`src/rtl/core/ipsc_pkg.sv`:
```
// ----------------------------------------------------------------------------
// ipsc_pkg
// Shared types, widths and constants for the IR pulse/space capture core.
// ----------------------------------------------------------------------------
package ipsc_pkg;

	localparam int HZ_W   = 20;   // timer_hz register
	localparam int DLY_W  = 10;   // sensor_delay_us register
	localparam int CNT_W  = 17;   // timer edge count
	localparam int DUR_W  = 24;   // duration_us field
	localparam int MUL_W  = 20;   // microseconds per second fits here
	localparam int PROD_W = CNT_W + MUL_W;
	localparam int DIV_CNT_W = $clog2(PROD_W + 1);
	localparam int CFG_ADDR_W = 1;
	localparam int IN_TDATA_W = 8;

	localparam int SPACE_LIMIT_DEF = 15;

	localparam logic [MUL_W-1:0] USEC_PER_SEC = MUL_W'(1000000);
	localparam logic [DUR_W-1:0] DUR_MAX      = {DUR_W{1'b1}};
	localparam logic [CNT_W-1:0] CNT_MAX      = {CNT_W{1'b1}};
	localparam logic [HZ_W-1:0]  HZ_RESET     = HZ_W'(65536);

	// configuration register indexes
	localparam logic [CFG_ADDR_W-1:0] REG_TIMER_HZ     = 1'b0;
	localparam logic [CFG_ADDR_W-1:0] REG_SENSOR_DELAY = 1'b1;

	typedef enum logic [1:0] {
		ST_RUN,   // taking pin samples
		ST_DIV,   // pulse length conversion in progress
		ST_PUT    // converted pulse waits for the output slot
	} state_t;

endpackage

```
`src/rtl/core/ipsc_divider.sv`:
```
// ----------------------------------------------------------------------------
// ipsc_divider
// Bit-serial restoring divider: edge_count * 1e6 / timer_hz, one quotient
// bit per cycle. A zero divisor gives a zero quotient.
// ----------------------------------------------------------------------------
module ipsc_divider (
	input  logic                       clk,
	input  logic                       arst_n,
	input  logic                       start,
	input  logic [ipsc_pkg::CNT_W-1:0] count,
	input  logic [ipsc_pkg::HZ_W-1:0]  divisor,
	output logic                       done,
	output logic [ipsc_pkg::PROD_W-1:0] quotient
);
	import ipsc_pkg::*;

	logic                 busy_q;
	logic                 done_q;
	logic [DIV_CNT_W-1:0] step_q;
	logic [PROD_W-1:0]    num_q;     // dividend shifts out, quotient shifts in
	logic [HZ_W-1:0]      rem_q;
	logic [HZ_W-1:0]      den_q;
	logic                 den_zero_q;
	logic [HZ_W:0]        trial;
	logic                 qbit;

	assign trial = {rem_q, num_q[PROD_W-1]};
	assign qbit  = (trial >= {1'b0, den_q});

	always_ff @(posedge clk or negedge arst_n) begin
		if (!arst_n) begin
			busy_q <= 1'b0;
			done_q <= 1'b0;
			step_q <= '0;
		end else if (start) begin
			busy_q <= 1'b1;
			done_q <= 1'b0;
			step_q <= '0;
		end else if (busy_q) begin
			step_q <= step_q + 1'b1;
			if (step_q == DIV_CNT_W'(PROD_W - 1)) begin
				busy_q <= 1'b0;
				done_q <= 1'b1;
			end
		end
	end

	always_ff @(posedge clk) begin
		if (start) begin
			num_q      <= PROD_W'(count) * PROD_W'(USEC_PER_SEC);
			rem_q      <= '0;
			den_q      <= divisor;
			den_zero_q <= (divisor == '0);
		end else if (busy_q) begin
			rem_q <= qbit ? HZ_W'(trial - {1'b0, den_q}) : trial[HZ_W-1:0];
			num_q <= {num_q[PROD_W-2:0], qbit};
		end
	end

	assign done     = done_q;
	assign quotient = den_zero_q ? '0 : num_q;

endmodule

```
`src/rtl/core/ir_pulse_space_capture_core.sv`:
```
// ----------------------------------------------------------------------------
// ir_pulse_space_capture_core
// IR receiver pulse/space timing capture with bit-serial length conversion.
// ----------------------------------------------------------------------------
// One pin-sample word (timer, IR, deselect, microsecond tick) is taken per
// clock. A space word leaves on the output register the cycle after the
// sample that starts a pulse. The sample that ends a pulse closes the input
// while the pulse length (edge_count * 1e6 / timer_hz) comes out of a
// bit-serial divider at one quotient bit per cycle and, with the delay
// removed, is written into the output register. Input also pauses while
// an output word is held back by the sink.
module ir_pulse_space_capture_core #(
	parameter int SPACE_LIMIT_SECONDS = ipsc_pkg::SPACE_LIMIT_DEF
) (
	input  logic                            clk,
	input  logic                            arst_n,
	input  logic                            cfg_we,
	input  logic [ipsc_pkg::CFG_ADDR_W-1:0] cfg_addr,
	input  logic [ipsc_pkg::HZ_W-1:0]       cfg_wdata,
	input  logic                            s_axis_tvalid,
	output logic                            s_axis_tready,
	// [0] timer_level, [1] ir_level, [2] port_deselected, [3] usec_tick, rest 0
	input  logic [ipsc_pkg::IN_TDATA_W-1:0] s_axis_tdata,
	output logic                            m_axis_tvalid,
	input  logic                            m_axis_tready,
	// [23:0] duration_us
	output logic [ipsc_pkg::DUR_W-1:0]      m_axis_tdata,
	// [0] is_pulse
	output logic [0:0]                      m_axis_tuser
);
	import ipsc_pkg::*;

	localparam logic [DUR_W:0] SPACE_LIMIT = (DUR_W+1)'((SPACE_LIMIT_SECONDS + 1) * 1000000);

	logic [HZ_W-1:0]  timer_hz_q;
	logic [DLY_W-1:0] delay_q;

	logic             prev_tl_q;
	logic             active_q;
	logic             wfl_q;
	logic [CNT_W-1:0] ec_q;
	logic [DUR_W-1:0] space_q;
	logic             seen_q;

	logic             out_valid_q;
	logic             out_pulse_q;
	logic [DUR_W-1:0] out_dur_q;

	state_t state_q, state_d;

	logic tl, ir, desel, tick;
	logic acc, slot_free, put_fire;
	logic rising, timeout;
	logic [CNT_W-1:0] ec_inc;
	logic [DUR_W-1:0] space_inc;
	logic [HZ_W:0]    ec_x10;
	logic n_active, n_wfl, n_seen, emit_space, pulse_end;
	logic [CNT_W-1:0] n_ec;
	logic [DUR_W-1:0] n_space;
	logic [DUR_W:0]   space_sum;
	logic [DUR_W-1:0] space_dur;
	logic             div_done;
	logic [PROD_W-1:0] div_quot;
	logic [PROD_W-1:0] pulse_len;
	logic [DUR_W-1:0]  pulse_dur;

	assign tl    = s_axis_tdata[0];
	assign ir    = s_axis_tdata[1];
	assign desel = s_axis_tdata[2];
	assign tick  = s_axis_tdata[3];

	assign slot_free = !out_valid_q || m_axis_tready;
	assign acc       = s_axis_tvalid && s_axis_tready;

	// config registers
	always_ff @(posedge clk or negedge arst_n) begin
		if (!arst_n) begin
			timer_hz_q <= HZ_RESET;
			delay_q    <= '0;
		end else if (cfg_we) begin
			unique case (cfg_addr)
				REG_TIMER_HZ:     timer_hz_q <= cfg_wdata;
				REG_SENSOR_DELAY: delay_q    <= cfg_wdata[DLY_W-1:0];
				default: ;
			endcase
		end
	end

	// per-sample tracking
	always_comb begin
		rising    = !prev_tl_q && tl;
		ec_inc    = (rising && ec_q != CNT_MAX) ? ec_q + 1'b1 : ec_q;
		// edge_count > timer_hz/10  <=>  10*edge_count > timer_hz
		ec_x10    = {1'b0, ec_inc, 3'b000} + {3'b000, ec_inc, 1'b0};
		timeout   = ec_x10 > {1'b0, timer_hz_q};
		space_inc = (tick && space_q != DUR_MAX) ? space_q + 1'b1 : space_q;

		n_active   = active_q;
		n_wfl      = wfl_q;
		n_ec       = ec_q;
		n_space    = space_q;
		n_seen     = seen_q;
		emit_space = 1'b0;
		pulse_end  = 1'b0;

		if (active_q) begin
			n_ec = ec_inc;
			if (timeout || desel) begin
				n_active = 1'b0;
				n_wfl    = 1'b1;
				n_space  = '0;
			end else if (!ir) begin
				pulse_end = 1'b1;
				n_active  = 1'b0;
				n_wfl     = 1'b0;
				n_space   = '0;
			end
		end else if (ir && !wfl_q && !desel) begin
			emit_space = seen_q;
			n_seen     = 1'b1;
			n_active   = 1'b1;
			n_wfl      = 1'b1;
			n_ec       = CNT_W'(1);
		end else begin
			if (!ir)
				n_wfl = 1'b0;
			else if (desel)
				n_wfl = 1'b1;
			n_space = space_inc;
		end
	end

	always_ff @(posedge clk or negedge arst_n) begin
		if (!arst_n) begin
			prev_tl_q <= 1'b0;
			active_q  <= 1'b0;
			wfl_q     <= 1'b0;
			ec_q      <= '0;
			space_q   <= '0;
			seen_q    <= 1'b0;
		end else if (acc) begin
			prev_tl_q <= tl;
			active_q  <= n_active;
			wfl_q     <= n_wfl;
			ec_q      <= n_ec;
			space_q   <= n_space;
			seen_q    <= n_seen;
		end
	end

	// space word: at least the limit reads as very long, else saturating add
	always_comb begin
		space_sum = {1'b0, space_q} + (DUR_W+1)'(delay_q);
		if ({1'b0, space_q} >= SPACE_LIMIT || space_sum > {1'b0, DUR_MAX})
			space_dur = DUR_MAX;
		else
			space_dur = space_sum[DUR_W-1:0];
	end

	ipsc_divider u_div (
		.clk      (clk),
		.arst_n   (arst_n),
		.start    (acc && pulse_end),
		.count    (n_ec),
		.divisor  (timer_hz_q),
		.done     (div_done),
		.quotient (div_quot)
	);

	// pulse word: remove delay with a floor of one, clamp to field
	always_comb begin
		if (div_quot > PROD_W'(delay_q))
			pulse_len = div_quot - PROD_W'(delay_q);
		else
			pulse_len = PROD_W'(1);
		pulse_dur = (pulse_len > PROD_W'(DUR_MAX)) ? DUR_MAX : pulse_len[DUR_W-1:0];
	end

	// sequencer
	always_comb begin
		state_d = state_q;
		unique case (state_q)
			ST_RUN: if (acc && pulse_end) state_d = ST_DIV;
			ST_DIV: if (div_done)         state_d = ST_PUT;
			ST_PUT: if (slot_free)        state_d = ST_RUN;
			default:                      state_d = ST_RUN;
		endcase
	end

	always_comb begin
		s_axis_tready = 1'b0;
		put_fire      = 1'b0;
		unique case (state_q)
			ST_RUN: s_axis_tready = slot_free;
			ST_DIV: ;
			ST_PUT: put_fire = slot_free;
			default: ;
		endcase
	end

	always_ff @(posedge clk or negedge arst_n) begin
		if (!arst_n)
			state_q <= ST_RUN;
		else
			state_q <= state_d;
	end

	// output register
	always_ff @(posedge clk or negedge arst_n) begin
		if (!arst_n)
			out_valid_q <= 1'b0;
		else if ((acc && emit_space) || put_fire)
			out_valid_q <= 1'b1;
		else if (m_axis_tready)
			out_valid_q <= 1'b0;
	end

	always_ff @(posedge clk) begin
		if (acc && emit_space) begin
			out_pulse_q <= 1'b0;
			out_dur_q   <= space_dur;
		end else if (put_fire) begin
			out_pulse_q <= 1'b1;
			out_dur_q   <= pulse_dur;
		end
	end

	assign m_axis_tvalid   = out_valid_q;
	assign m_axis_tdata    = out_dur_q;
	assign m_axis_tuser[0] = out_pulse_q;

endmodule

```
`config.mk`:
```
export PLATFORM = sky130hd
export DESIGN_NAME = ir_pulse_space_capture_core
export DESIGN_NICKNAME = d
export VERILOG_FILES = /design/src/rtl/core/ipsc_pkg.sv /design/src/rtl/core/ipsc_divider.sv /design/src/rtl/core/ir_pulse_space_capture_core.sv
export SDC_FILE = /design/constraint.sdc
export NUM_CORES = 1
export LEC_CHECK = 0
export BUFFER_PORTS_ARGS = -buffer_cell sky130_fd_sc_hd__buf_2
export CORE_MARGIN = 4
export CORE_UTILIZATION = 50
export CTS_CLUSTER_SIZE = 25
export DETAILED_ROUTE_END_ITERATION = 10
export PLACE_DENSITY = 0.79
export SETUP_SLACK_MARGIN = 0.15
export SYNTH_ARGS = -nofsm -noshare
export SYNTH_HDL_FRONTEND = slang
export SYNTH_HIERARCHICAL = 1
export SYNTH_SLANG_ARGS = --single-unit
export TNS_END_PERCENT = 20
```
`constraint.sdc`:
```
create_clock -name clk -period 16.2 [get_ports clk]
set_input_delay 0.81 -clock clk [delete_from_list [all_inputs] [get_ports clk]]
set_output_delay 0.81 -clock clk [all_outputs]
set_load 0.05 [all_outputs]
```
# Yosys cells after proc, flatten, opt, wreduce, memory -nomap -nowiden
# Cells that the tools add are included.
word_totals:
  out_inout_bits: 27
  regBits: 189
classes:
  mul: 1
  n_addsub: 7
  order_cmp: 6
  bitwise_logic: 2
  reduce_logical: 30
  n_mux: 48
  eq_ne: 11
op_table:
  columns: ["cell", "n"]
  rows:
  - ["24-bit 2-to-1 mux", 9]
  - ["37-bit 2-to-1 mux", 4]
  - ["17-bit 2-to-1 mux", 3]
  - ["37-bit by 10-bit greater-than comparator with 1-bit output", 1]
  - ["37-bit by 24-bit greater-than comparator with 1-bit output (second input constant)", 1]
  - ["37-bit by 10-bit subtractor with 37-bit output", 1]
  - ["17-bit by 14-bit multiplier with 31-bit output (second input constant)", 1]
  - ["24-bit by 10-bit adder with 25-bit output", 1]
  - ["25-bit by 24-bit greater-than comparator with 1-bit output (second input constant)", 1]
  - ["1-bit 2-to-1 mux", 25]
  - ["24-bit by 1-bit adder with 24-bit output (second input constant)", 1]
  - ["24-bit greater-or-equal comparator (second input constant)", 1]
  - ["24-bit != test (second input constant)", 1]
  - ["20-bit by 18-bit adder with 21-bit output", 1]
  - ["21-bit by 20-bit greater-or-equal comparator with 1-bit output", 1]
  - ["21-bit by 20-bit greater-than comparator with 1-bit output", 1]
  - ["20-bit zero test", 1]
  - ["20-bit 2-to-1 mux", 1]
  - ["20-bit subtractor", 1]
  - ["17-bit by 1-bit adder with 17-bit output (second input constant)", 1]
  - ["17-bit != test (second input constant)", 1]
  - ["6-bit 2-to-1 mux", 2]
  - ["2-bit nonzero test", 5]
  - ["3-bit AND reduction", 3]
  - ["other kinds (17)", 37]

# Logic depth before layout (Yosys ltp)
depth:
  ltp_word: 12
  mapped_depth: 32

# Modules after synthesis
# Netlist, hierarchy kept.
by_module_without_submodules:
  columns: ["module", "cells_each", "area_each_um2", "n_inst", "seq_area_each_um2"]
  rows:
  - ["ipsc_divider", 899, 8617.0, 1, 2282.2]
  - ["ir_pulse_space_capture_core", 884, 8076.5, 1, 2693.8]

# Least setup slack after synthesis
# Ideal clock, no wire load.
synth_timing:
  kind: "register to register"
  from: "register ec_q[0]"
  to: "register u_div.num_q[10] (enable)"
  path_slack_ps: 7421
  path_buffers: 3
  path_stages_with_launch: 29
  arrival_ps: 8393
  setup_time_ps: 386
  synth_period_minus_slack_ps: 8779
  path_cell_list: "dfrtp_1 > ha_1 > nand4_1 > nor4_1 > ha_1 > nor3b_2 > nand4_1 > or2_2 > clkbuf_1 > nor2_1 > xor2_1 > ha_1 > and3_2 > a221o_1 > or2_2 > a2111oi_0 > nor3_1 > xor2_1 > ha_1 > nand4_1 > nor3_1 > and4_2 > o211ai_1 > a311o_2 > nor3_1 > clkbuf_1 > nor2_1 > clkbuf_1 > inv_1"
synth_between:
  elab_chain_len: 10
  word_cells_on_any_way: 11
  classes_between: "add/sub (2); order compare (1); eq/ne (1); mux (3); reduce/logical (4)"
synth_rtl:
  columns: ["element", "line", "source"]
  rows:
  - ["start: declaration", "ir_pulse_space_capture_core.sv:41", "logic [CNT_W-1:0] ec_q;"]
  - ["start signal: assignment", "ir_pulse_space_capture_core.sv:145", "ec_q <= n_ec;"]
  - ["branches (longest 2 deep; another with 17-bit by 1-bit adder with 17-bit output)", null, null]
  - ["17-bit 2-to-1 mux *", "ir_pulse_space_capture_core.sv:92", "ec_inc = (rising && ec_q != CNT_MAX) ? ec_q + 1'b1 : ec_q;"]
  - ["20-bit by 18-bit adder with 21-bit output *", "ir_pulse_space_capture_core.sv:94", "ec_x10 = {1'b0, ec_inc, 3'b000} + {3'b000, ec_inc, 1'b0};"]
  - ["21-bit by 20-bit greater-than comparator with 1-bit output *", "ir_pulse_space_capture_core.sv:95", "timeout = ec_x10 > {1'b0, timer_hz_q};"]
  - ["1-bit logical OR *", "ir_pulse_space_capture_core.sv:108", "if (timeout || desel) begin"]
  - ["1-bit 2-to-1 mux *", "ir_pulse_space_capture_core.sv:108", null]
  - ["1-bit 2-to-1 mux *", "ir_pulse_space_capture_core.sv:106", "if (active_q) begin"]
  - ["1-bit logical AND *", "ir_pulse_space_capture_core.sv:163", ".start (acc && pulse_end),"]
  - ["2-bit nonzero test (no line) *", null, null]
  - ["end signal: assignment", "ipsc_divider.sv:50", "num_q <= PROD_W'(count) * PROD_W'(USEC_PER_SEC);"]
  - ["end signal: assignment", "ipsc_divider.sv:56", "num_q <= {num_q[PROD_W-2:0], qbit};"]
  - ["end: declaration", "ipsc_divider.sv:20", "logic [PROD_W-1:0] num_q;"]
# Mark *: on every way between the ends.
# A chain may end at the register's enable or synchronous reset.

# Worst setup path in the final report
layout_timing:
  from: "register ec_q[0]"
  to: "register u_div.num_q[29] (enable)"
# Same word-level chain as after synthesis.

==> run metrics <==
area of the die=36370 um2; most frequent cells in the layout=188 x ha_1, 174 x inv_1, 131 x nand2_1, 115 x nor2_1, 109 x o21ai_0; Layout area overhead=6.806%; Total Wirelength=40370 um; worst skew pair latency=0.45 ns; Sw Ratio=0.4721; pin count of the biggest net entering global routing=87; Core Region=32700 um2; GR Util All Layers=0.2255; post-synthesis net count=2068; crit path kind=register to register; switching pwr=1.493 mW; most common cell after layout, fill and taps aside=ha_1; Mapped Cells=1783; largest buffer count on any clock path=2; global-route wire length before repair=67320 um; Horiz. Die Dim=190.7 um; CP Data Arrival Time=8.49 ns; DR WL/cell=17.91 um; vias in the first global route=13380; f_max=0.1172 GHz; Max VDD drop=0.1822 mV; vias post-DR=13420; Die H=190.7 um; routability cong.=0.9347; Top cell by count, worst path=ha_1; post_cts resized=0; Seq pwr share=0.238; CTS Root Cell=clkbuf_16; DRC viols=0; Hold Buf Count CTS=0; nature of the critical path startpoint=register; ys flop type=dfrtp_1; TritonCTS clock tree=yes; io pins=61; grt ovf=0; filler instances=2915; Worst Tran Pin Value=1.326 ns; # port buffers=56; initial antenna violation count=2; post-route minimum period=8.533 ns; Post-synth ARST share=0.4550; Mean Syn Cell Area=9.363 um2; status=finished, final reports clean; DP Wirelength=31240 um; vias per std cell=5.955; relative slew slack=0.1091; EDFF count, synth=76; Fin. Hold Viols=0; H-tree Lvls=4; Worst Path Max Fanout=31; Final nets=2082; Final period util=0.5267; initial core utilization=0.5105; Row Count=66; Overall Power=3.163 mW; post-route setup TNS=0 ns; post-synthesis sequential area ratio=0.2981; Reg area=4976 um2; Synth warnings=6; postcts setup bufs=0; Final ANT Viol Nets=0; static leakage=8.079 nW; initial drt markers=1080; clk sinks=189; largest stage delay on the critical path=0.89 ns; Clk pwr share=0.140; synthesized area=16690 um2; Unique masters post-synth=103; combinational share of power=0.622; DR pass1 iterations=8; area of the multi-input gates=10700 um2; flops & latches, synth=189; max_cap viols=0; # setup viols final=0; Final Skew=0.01040 ns; clk slew on worst S/H paths=0.08 ns; RSZ-0062 raised after global routing=false; Inserted Clock Buffers=17; CP Capture Type=register; layout cell share with drive strength beyond 1=0.09503; Pwr Density=177.4 nW/um2; WP data required=16.16 ns; min-delay worst type=register to register; final-report max-slew violation count=0; Internal=1.670 mW; Worst path slowest cell=inv_1; Hold WS=0.4836 ns
[cell usage after synthesis (39+ instances only)]
cell type	number	share of area
xnor2_1	91	0.048
nor2b_1	48	0.018
ha_1	188	0.14
a21oi_1	94	0.028
inv_1	174	0.039
fa_1	63	0.076
clkbuf_1	41	0.0092
nand2_1	131	0.029
nand3_1	39	0.012
edfxtp_1	76	0.14
nor2_1	116	0.026
o21ai_0	109	0.033
dfrtp_1	85	0.13
[sequential cells by signal (all words and copies together) (netlist names), 2 cells and up]
signal	count
u_div/step_q	6
ec_q	17
u_div/num_q	37
state_q	2
m_axis_tdata	24
delay_q	10
timer_hz_q	20
space_q	24
u_div/rem_q	20
u_div/den_q	20
[stage by stage]
stage | std cells | cell area [um2] | setup slack, ns | utilization
floorplan | 1783 | 16690 | 7.421 | -
global placement | 2220 | 17220 | 7.972 | 0.5265
detailed placement | 2220 | 17220 | 7.794 | 0.5265
CTS | 2252 | 17820 | 7.693 | 0.5451
global route | 2254 | 17830 | 7.242 | 0.5452
finish | 2254 | 17830 | 7.667 | 0.5452
[worst max-delay path: cells and delay by family, from the launching register on]
family,cells,cell delay (ns)
flip-flops,1,0.48
buffers and inverters,1,0.89
AND/OR/NAND/NOR,12,3.05
AO/OA/AOI/OAI,7,1.93
adder cells (fa/ha/maj),4,1.13
XOR/XNOR,2,0.52
[final timing paths]
path,end,cells past startpoint,slack [ns],start
worst max-delay path,u_div/num_q[29]$_DFFE_PP_,26,7.67,ec_q[0]$_DFFE_PN0P_
worst min-delay path,state_q[0]$_DFFE_PN0P_,1,0.48,u_div/done$_DFFE_PN0P_
worst max register to register,u_div/num_q[29]$_DFFE_PP_,26,7.67,ec_q[0]$_DFFE_PN0P_
worst min register to register,state_q[0]$_DFFE_PN0P_,1,0.48,u_div/done$_DFFE_PN0P_
max in group asynchronous,ec_q[4]$_DFFE_PN0P_,1,14.87,arst_n
min in group asynchronous,space_q[2]$_DFFE_PN0P_,1,0.57,arst_n
[layout make-up]
| type | count | share of cell area |
|---|---|---|
| multi-input cells | 1352 | 0.6001 |
| inverters | 174 | 0.03663 |
| repair buffers | 63 | 0.01881 |
| clock buffers | 18 | 0.02407 |
| clock inverters | 14 | 0.01004 |
| diodes | 2 | 0.0002807 |
| flip-flops and latches | 189 | 0.2791 |
| well taps | 442 | 0.03102 |
[per-layer routing]
metal  up-vias  part of all wire  global-route usage
met5         -                 0                   0
met4         0             0.018             0.06381
met3        54             0.054             0.02618
met2       422              0.48              0.3821
met1      6554              0.45              0.3070
li1       6393                 -                   -
[power by group through the flow]
| stage | combinational [mW] | clock (mW) | sequential [mW] |
|---|---|---|---|
| floorplan | 1.53 | 0 | 0.749 |
| global placement | 1.88 | 0 | 0.753 |
| detailed placement | 1.93 | 0 | 0.759 |
| CTS | 1.95 | 0.447 | 0.751 |
| global route | 2.21 | 0.464 | 0.770 |
| finish | 1.97 | 0.442 | 0.752 |
[cell families after synthesis]
logic type      Yosys count  share of synthesized area
compound gates          425                     0.1705
xor+xnor                129                    0.06768
fa+ha+maj               251                     0.2165
buf+inv                 242                    0.06191
flops                   189                     0.2981
mux                      45                    0.03005
simple gates            502                     0.1553
(Power assumes the default switching activity.)
